**config.mk**
```make
export PLATFORM = sky130hd
export DESIGN_NAME = exponential_backoff_jitter
export DESIGN_NICKNAME = d
export VERILOG_FILES = /design/src/design/ebj_pkg.sv /design/src/design/ebj_mod.sv /design/src/design/exponential_backoff_jitter.sv
export SDC_FILE = /design/constraint.sdc
export NUM_CORES = 1
export LEC_CHECK = 0
export BUFFER_PORTS_ARGS = -buffer_cell sky130_fd_sc_hd__buf_2
export CAP_MARGIN = 5
export CORE_ASPECT_RATIO = 1.2
export CORE_UTILIZATION = 65
export DETAILED_ROUTE_END_ITERATION = 10
export PLACE_DENSITY = 0.95
export SLEW_MARGIN = 25
export SYNTH_ARGS = -nofsm -noshare
export SYNTH_HDL_FRONTEND = slang
export SYNTH_HIERARCHICAL = 1
export SYNTH_SLANG_ARGS = --single-unit
```
**constraint.sdc**
```tcl
create_clock -name i_clk -period 13.05 [get_ports i_clk]
set_clock_uncertainty 0.2 [all_clocks]
set_input_delay 1.9575 -clock i_clk [delete_from_list [all_inputs] [get_ports i_clk]]
set_output_delay 1.9575 -clock i_clk [all_outputs]
set_load 0.02 [all_outputs]
```
**src/design/ebj_pkg.sv**
```systemverilog
package ebj_pkg;

    localparam int MS_W     = 19;
    localparam int ROUNDS_W = 7;
    localparam int GEN_W    = 64;
    localparam int REM_W    = MS_W + 1;
    localparam int CFG_W    = 2;

    localparam logic [GEN_W-1:0] GOLDEN_SEED = 64'h9e37_79b9_7f4a_7c15;
    localparam logic [MS_W-1:0]  INITIAL_RST = 19'd100;
    localparam logic [MS_W-1:0]  MAXIMUM_RST = 19'd300000;

    typedef enum logic [CFG_W-1:0] {
        CFG_INITIAL = 2'd0,
        CFG_MAXIMUM = 2'd1,
        CFG_SEED    = 2'd2
    } t_cfg_idx;

    typedef enum logic [1:0] {
        ST_IDLE,
        ST_CAP,
        ST_MOD,
        ST_DONE
    } t_state;

    typedef struct packed {
        logic busy;
        logic done;
    } t_mod_stat;

endpackage

```
**src/design/ebj_mod.sv**
```systemverilog
module ebj_mod (
    input  logic                        i_clk,
    input  logic                        i_rst_n,
    input  logic                        i_start,
    input  logic [ebj_pkg::GEN_W-1:0]   i_dividend,
    input  logic [ebj_pkg::REM_W-1:0]   i_divisor,
    output ebj_pkg::t_mod_stat          o_stat,
    output logic [ebj_pkg::REM_W-1:0]   o_rem
);
    import ebj_pkg::*;

    localparam int CNT_W = $clog2(GEN_W + 1);

    logic [GEN_W-1:0] r_num;
    logic [REM_W-1:0] r_div;
    logic [REM_W-1:0] r_rem;
    logic [CNT_W-1:0] r_cnt;
    logic             r_busy;
    logic             r_done;

    logic [REM_W:0]   trial;
    logic             fits;

    assign trial = {r_rem, r_num[GEN_W-1]};
    assign fits  = trial >= {1'b0, r_div};

    always_ff @(posedge i_clk) begin
        if (!i_rst_n) begin
            r_busy <= 1'b0;
            r_done <= 1'b0;
            r_cnt  <= '0;
        end else begin
            r_done <= 1'b0;
            if (i_start) begin
                r_busy <= 1'b1;
                r_cnt  <= CNT_W'(GEN_W);
            end else if (r_busy) begin
                r_cnt <= r_cnt - 1'b1;
                if (r_cnt == CNT_W'(1)) begin
                    r_busy <= 1'b0;
                    r_done <= 1'b1;
                end
            end
        end
    end

    always_ff @(posedge i_clk) begin
        if (i_start) begin
            r_num <= i_dividend;
            r_div <= i_divisor;
            r_rem <= '0;
        end else if (r_busy) begin
            r_num <= {r_num[GEN_W-2:0], 1'b0};
            if (fits) begin
                r_rem <= REM_W'(trial - {1'b0, r_div});
            end else begin
                r_rem <= trial[REM_W-1:0];
            end
        end
    end

    assign o_stat.busy = r_busy;
    assign o_stat.done = r_done;
    assign o_rem       = r_rem;

endmodule

```
**src/design/exponential_backoff_jitter.sv**
```systemverilog
// Exponential backoff with full jitter.
// Input channel: i_valid / o_stall carry i_failed_rounds. A request is taken
// when i_valid is high and o_stall is low; o_stall is high from the cycle
// after acceptance until the result has been moved into the output register.
// Output channel: o_valid / i_stall carry o_delay_ms and o_cap_ms; the output
// register holds its result while i_stall is high, and a new request may be
// taken while that result waits.
// Config channel: i_cfg_valid / o_cfg_ready (always ready) with i_cfg_index
// 0 = initial backoff, 1 = maximum backoff, 2 = seed (reloads the generator).
// Sequence: after acceptance the cap is doubled D times, where D is the
// number of cap doublings (0 to MAX_ROUNDS-1, one per cycle, ending early
// once the cap reaches the maximum). The cap loop then closes and starts the
// bit-serial restoring modulo (one dividend bit per cycle plus its done
// flag), and the result is then loaded into the output register. A new
// request is not taken until that result has moved to the output register.
// Reset: initial backoff 100, maximum 300000, seed 0 (the generator loads
// the golden-ratio constant). A stalled receiver holds the finished result
// in the block until the output register frees up.
module exponential_backoff_jitter #(
    parameter int MAX_ROUNDS = 64
) (
    input  logic                           i_clk,
    input  logic                           i_rst_n,
    input  logic                           i_valid,
    output logic                           o_stall,
    input  logic [ebj_pkg::ROUNDS_W-1:0]   i_failed_rounds,
    output logic                           o_valid,
    input  logic                           i_stall,
    output logic [ebj_pkg::MS_W-1:0]       o_delay_ms,
    output logic [ebj_pkg::MS_W-1:0]       o_cap_ms,
    input  logic                           i_cfg_valid,
    output logic                           o_cfg_ready,
    input  logic [ebj_pkg::CFG_W-1:0]      i_cfg_index,
    input  logic [ebj_pkg::GEN_W-1:0]      i_cfg_data
);
    import ebj_pkg::*;

    t_state             r_state;
    t_state             n_state;
    logic [MS_W-1:0]    r_initial;
    logic [MS_W-1:0]    r_maximum;
    logic [GEN_W-1:0]   r_gen;
    logic [MS_W-1:0]    r_cap;
    logic [ROUNDS_W-1:0] r_cnt;
    logic               r_out_valid;
    logic [MS_W-1:0]    r_out_delay;
    logic [MS_W-1:0]    r_out_cap;

    logic               accept;
    logic               mod_start;
    logic               load_out;
    logic               out_free;
    logic [GEN_W-1:0]   gen_a;
    logic [GEN_W-1:0]   gen_b;
    logic [GEN_W-1:0]   gen_next;
    logic [ROUNDS_W-1:0] limit;
    logic [MS_W:0]      doubled;
    logic [REM_W-1:0]   mod_rem;
    t_mod_stat          mod_stat;

    assign accept   = i_valid && !o_stall;
    assign out_free = !r_out_valid || !i_stall;

    assign gen_a    = r_gen ^ (r_gen << 13);
    assign gen_b    = gen_a ^ (gen_a >> 7);
    assign gen_next = gen_b ^ (gen_b << 17);

    assign limit   = (int'(i_failed_rounds) > MAX_ROUNDS) ? ROUNDS_W'(MAX_ROUNDS)
                                                          : i_failed_rounds;
    assign doubled = {r_cap, 1'b0};

    always_ff @(posedge i_clk) begin
        if (!i_rst_n) begin
            r_state <= ST_IDLE;
        end else begin
            r_state <= n_state;
        end
    end

    always_comb begin
        n_state   = r_state;
        o_stall   = 1'b1;
        mod_start = 1'b0;
        load_out  = 1'b0;
        case (r_state)
            ST_IDLE: begin
                o_stall = 1'b0;
                if (i_valid) begin
                    n_state = ST_CAP;
                end
            end
            ST_CAP: begin
                if (r_cnt == '0 || r_cap >= r_maximum) begin
                    mod_start = 1'b1;
                    n_state   = ST_MOD;
                end
            end
            ST_MOD: begin
                if (mod_stat.done) begin
                    n_state = ST_DONE;
                end
            end
            ST_DONE: begin
                if (out_free) begin
                    load_out = 1'b1;
                    n_state  = ST_IDLE;
                end
            end
            default: begin
                n_state = ST_IDLE;
            end
        endcase
    end

    always_ff @(posedge i_clk) begin
        if (!i_rst_n) begin
            r_initial   <= INITIAL_RST;
            r_maximum   <= MAXIMUM_RST;
            r_gen       <= GOLDEN_SEED;
            r_out_valid <= 1'b0;
        end else begin
            if (i_cfg_valid) begin
                case (i_cfg_index)
                    CFG_INITIAL: r_initial <= i_cfg_data[MS_W-1:0];
                    CFG_MAXIMUM: r_maximum <= i_cfg_data[MS_W-1:0];
                    CFG_SEED:    r_gen <= (i_cfg_data == '0) ? GOLDEN_SEED : i_cfg_data;
                    default: ;
                endcase
            end else if (accept) begin
                r_gen <= gen_next;
            end
            if (load_out) begin
                r_out_valid <= 1'b1;
            end else if (!i_stall) begin
                r_out_valid <= 1'b0;
            end
        end
    end

    // load the cap on acceptance, advance it one doubling per cycle, and fill the output register
    always_ff @(posedge i_clk) begin
        if (accept) begin
            r_cap <= r_initial;
            r_cnt <= (limit == '0) ? '0 : limit - 1'b1;
        end else if (r_state == ST_CAP && r_cnt != '0 && r_cap < r_maximum) begin
            r_cnt <= r_cnt - 1'b1;
            if (doubled < {1'b0, r_maximum}) begin
                r_cap <= doubled[MS_W-1:0];
            end else begin
                r_cap <= r_maximum;
            end
        end
        if (load_out) begin
            r_out_delay <= mod_rem[MS_W-1:0];
            r_out_cap   <= r_cap;
        end
    end

    ebj_mod u_mod (
        .i_clk      (i_clk),
        .i_rst_n    (i_rst_n),
        .i_start    (mod_start),
        .i_dividend (r_gen),
        .i_divisor  ({1'b0, r_cap} + REM_W'(1)),
        .o_stat     (mod_stat),
        .o_rem      (mod_rem)
    );

    assign o_valid     = r_out_valid;
    assign o_delay_ms  = r_out_delay;
    assign o_cap_ms    = r_out_cap;
    assign o_cfg_ready = 1'b1;

`ifndef ASSERT_OFF
    a_gen_nonzero: assert property (@(posedge i_clk) disable iff (!i_rst_n)
        r_gen != '0)
        else $error("generator state reached zero");

    a_delay_in_range: assert property (@(posedge i_clk) disable iff (!i_rst_n)
        o_valid |-> o_delay_ms <= o_cap_ms)
        else $error("delay exceeds cap");

    a_accept_to_cap: assert property (@(posedge i_clk) disable iff (!i_rst_n)
        accept |=> r_state == ST_CAP)
        else $error("accepted request did not start the cap loop");

    a_mod_done_state: assert property (@(posedge i_clk) disable iff (!i_rst_n)
        mod_stat.done |-> r_state == ST_MOD && !mod_stat.busy)
        else $error("modulo finished outside its state");
`endif

endmodule
```
# [Word-level counts from Yosys, hierarchy flattened]
# Cells that the tools add are included.
# Widths: inputs -> output; s select.
[word_totals] out_inout_bits=41 in_bits=78 reg_bits=282 wordCells=97
[classes] mux=32 order_cmp=5 bitwise_logic=5 eq_ne=12 reduce_logical=22 add_sub_neg=5
[op_table] op="$mux 64" n=6
[op_table] op="$xor 64x64->64" n=2
[op_table] op="$logic_not 64->1" n=1
[op_table] op="$xor 64x57->64" n=1
[op_table] op="$mux 19" n=3
[op_table] op="$mux 7" n=6
[op_table] op="$ge 21x20->1" n=1
[op_table] op="$sub 7x1->7 const B" n=3
[op_table] op="$add 19x1->20 const B" n=1
[op_table] op="$lt 20x19->1" n=1
[op_table] op="$mux 20" n=1
[op_table] op="$sub 20x20->20" n=1
[op_table] op="$ge 19x19->1" n=1
[op_table] op="$lt 19x19->1" n=1
[op_table] op="$logic_not 7->1" n=2
[op_table] op="$mux 1" n=11
[op_table] op="$mux 2" n=4
[op_table] op="$pmux 2 s4" n=1
[op_table] op="$eq 7x1->1 const B" n=1
[op_table] op="$gt 7x7->1 const B" n=1
[op_table] op="$reduce_bool 7->1" n=1
[op_table] op="$eq 2x2->1 const B" n=3
[op_table] op="$ne 2x1->1 const B" n=3
[op_table] op="$ne 2x2->1 const B" n=3
[op_table] op="other kinds (11)" n=22

# [Depth between registers and ports, before layout]
[depth] depth_word=5 depth_mapped=12 mapped_depth_nobuf=12

# [By module]
# The synthesis kept the hierarchy.
[by_module_without_submodules] module="exponential_backoff_jitter" cells_each=1048 area_per_inst_um2=9883.2 n_inst=1
[by_module_without_submodules] module="ebj_mod" cells_each=468 area_per_inst_um2=5665.4 n_inst=1

# [Worst setup path after synthesis]
# OpenSTA, ideal clock, no wires.
[synth_timing] path_kind="input to register" start="in i_stall" end="reg r_out_cap[0], in the netlist o_cap_ms[0], enable pin" path_slack_ps=7595 t_arrival_ps=4764 setup_time_ps=491 t_required_ps=12359 path_stages=1 n_path_buf=0 path_cell_list="a21boi_0"
[synth_between] elab_chain_len=4
[synth_lines] element="from (decl)" line="exponential_backoff_jitter.sv:28" text="input logic i_stall,"
[synth_lines] element="$logic_not 1->1"
[synth_lines] element="$logic_or 1x1->1" line="exponential_backoff_jitter.sv:62" text="assign out_free = !r_out_valid || !i_stall;"
[synth_lines] element="$mux 1" line="exponential_backoff_jitter.sv:104" text="if (out_free) begin"
[synth_lines] element="$mux 1" line="exponential_backoff_jitter.sv:85" text="case (r_state)"
[synth_lines] element="to (signal assigned)" line="exponential_backoff_jitter.sv:155" text="r_out_cap <= r_cap;"
[synth_lines] element="to (decl)" line="exponential_backoff_jitter.sv:47" text="logic [MS_W-1:0] r_out_cap;"
# No other way between the ends.
# A chain may end at the register's enable or synchronous reset.

# [Worst setup path after layout]
[layout_timing] start="in i_cfg_valid" end="reg r_gen[42]"
[layout_between] elab_chain_len=2 elab_cells_between_ends=4
[layout_lines] element="from (decl)" line="exponential_backoff_jitter.sv:31" text="input logic i_cfg_valid,"
[layout_lines] element="$ne 2x1->1 (no line) or $reduce_bool 2->1 (tied branches)"
[layout_lines] element="$reduce_and 2->1 (no line)"
[layout_lines] element="to (signal assigned)" line="exponential_backoff_jitter.sv:126" text="CFG_SEED: r_gen <= (i_cfg_data == '0) ? GOLDEN_SEED : i_cfg_data;"
[layout_lines] element="to (signal assigned)" line="exponential_backoff_jitter.sv:130" text="r_gen <= gen_next;"
[layout_lines] element="to (decl)" line="exponential_backoff_jitter.sv:42" text="logic [GEN_W-1:0] r_gen;"
# Several ways; a longest one is shown, not always the timed one.

==> impl_metrics.ini <==
[timing]
fmax_ghz = 0.200
hold_viol = 0
final-max-slew-violation-count = 0
rsz0062_at_grt = no
timing.final.ws_setup_ps = 8050
fin_crit_ps = 5000
setup_tns_ps = 0
setup_viol = 0
final.period_utilization_pct = 38.3
slew_headroom_pct = 27.5
worstMarginPinSlew_ps = 1090

[worst_setup_path]
cp_max_fo = 71
rrSetupSlack_ps = 8370
r2r_cells = 10
start_kind = input pin
crit_required_ps = 13290
cp.arrival_ps = 5240
reg2reg_from = r_cap[14]
path_class = input pin to flip-flop
r2r_end = u_mod/r_num[14]
endpoint_kind = flip-flop
setup.worst_path.start = i_cfg_valid

[yosys]
synth_nets = 1663
synth_cells = 1515
synth.yosys.warnings = 6
postSynthAreaPerCell_um2 = 10.3
synth_area_um2 = 15500

[final_layout]
drive_gt1_share_pct = 16.6
fillCellCount = 1501
final_area_um2 = 17400
multi_input_area_um2 = 7920
fin_cells = 1947
final_common_cell = nand2_1
area_delta_synth_final_pct = 12.0
utilization_pct = 74.5
nets = 1755
mostFrequentLayoutCells = nand2_1, xnor2_1, edfxtp_1, dfxtp_1, buf_2
register_area_um2 = 7130

[die]
die_x_um = 143
fp-row-count = 61
start_util_pct = 66.5
dieArea_um2 = 24500
die_y_um = 171
io_pins = 119
fp.coreArea_um2 = 23400

[place]
port_buffers = 117
placed_cell_area_um2 = 16400
pre_cts_ws_ps = 7650
dp_cells = 1891
routabilityCongestion = 0.958
dp_hpwl_um = 28800

[grt]
grt_pass1_vias = 12211
grt_usage_pct = 34.2
grt_max_degree = 111
grt_first_pass_wirelength_um = 64600
grt-ovfl-total = 0
grt_antenna_before_repair = 2

[route]
dr.pass1.iters = 5
drc = 0
routed_wl_um = 41400
detail-route-antenna-nets = 0
vias_per_cell = 6.36
wl_per_cell_um = 21.2
drtIter0Drc = 1182
num_vias = 12379

[min_path]
hold-path-cell-count = 2
holdCritPathClass = flip-flop to flip-flop
min_to = r_initial[15]
worst_hold_startpoint = r_initial[15]

[pwr]
internal_power_w = 0.00270
powerDensity_nw_per_um2 = 256
p_leak_nw = 6.61
p_switching_w = 0.00175
vdd_ir_drop_max_v = 0.000155
swShare_pct = 39.4
power_frac_seq_pct = 34.9
pwr-share-clk_pct = 20.1
comb_power_share_pct = 45.0

[run_status]
outcome = finished clean

[clocking]
cts_tree = done
cts_max_level = 1
insertion_delay_ps = 560
cts_root_buf = clkbuf_16
clkTransAtPathRegs_ps = 60
ctsResizeCount = 0
post_cts_buffers = 0
hold_buffers = 0
clock_sinks = 282
clock_path_buffers = 3
numCtsBuffers = 29

[run]
drv_cap = 0
==> routing by layer <==
| metal | vias up | track usage [%] | share of wire [%] |
|---|---|---|---|
| li1 | 5637 | - | - |
| met1 | 5862 | 38.7 | 36 |
| met2 | 684 | 60.5 | 50 |
| met3 | 196 | 5.21 | 7.0 |
| met4 | 0 | 20.9 | 6.7 |
| met5 | - | 0 | 0 |
==> sequential cells by signal, indices dropped and copies added (netlist names) <==
| name | cells |
|---|---|
| r_gen | 64 |
| u_mod/r_num | 64 |
| u_mod/o_rem | 20 |
| u_mod/r_div | 20 |
| o_cap_ms | 19 |
| o_delay_ms | 19 |
| r_cap | 19 |
| r_initial | 19 |
| r_maximum | 19 |
| r_cnt | 7 |
| u_mod/r_cnt | 7 |
| r_state | 2 |
| o_valid | 1 |
| u_mod/r_busy | 1 |
| u_mod/r_done | 1 |
==> area by class of cell <==
| class | instances | share of cell area [%] |
|---|---|---|
| Tap cell | 315 | 2.26 |
| Multi-Input combinational cell | 1102 | 45.5 |
| Clock inverter | 20 | 1.55 |
| Inverter | 61 | 1.32 |
| Sequential cell | 282 | 40.9 |
| Timing Repair Buffer | 131 | 3.99 |
| Clock buffer | 34 | 4.40 |
| Antenna cell | 2 | 0.0288 |
==> stage by stage <==
stage	hold WS [ps]	total power (W)
3_3_place_gp	253	0.00343
4_1_cts	269	0.00442
6_report	272	0.00445
2_1_floorplan	241	0.00302
3_5_place_dp	255	0.00350
5_1_grt	291	0.00468
==> worst max-delay path, stage by stage <==
cell	delay [ps]
buf_2	790
clkinv_1	800
buf_4	470
a21oi_4	150
buf_4	600
o21ai_0	230
and2_1	200
==> power groups by stage <==
stage	combinational (W)	sequential [W]	clock [W]
after floorplan	0.00153	0.00149	0
after global placement	0.00188	0.00154	0
after detailed placement	0.00195	0.00156	0
after CTS	0.00198	0.00154	0.000897
after global routing	0.00217	0.00158	0.000930
final	0.00200	0.00155	0.000894
==> worst max-delay path by stage <==
stage | to | slack (ps) | cells after the start
finish | r_gen[42] | 8050 | 7
global route | r_gen[54] | 7970 | 7
CTS | r_gen[42] | 8200 | 7
detailed placement | r_gen[42] | 7650 | 7
global placement | r_initial[18] | 7780 | 5
floorplan | o_cap_ms[0] | 7590 | 1
(Power assumes the default switching activity.)
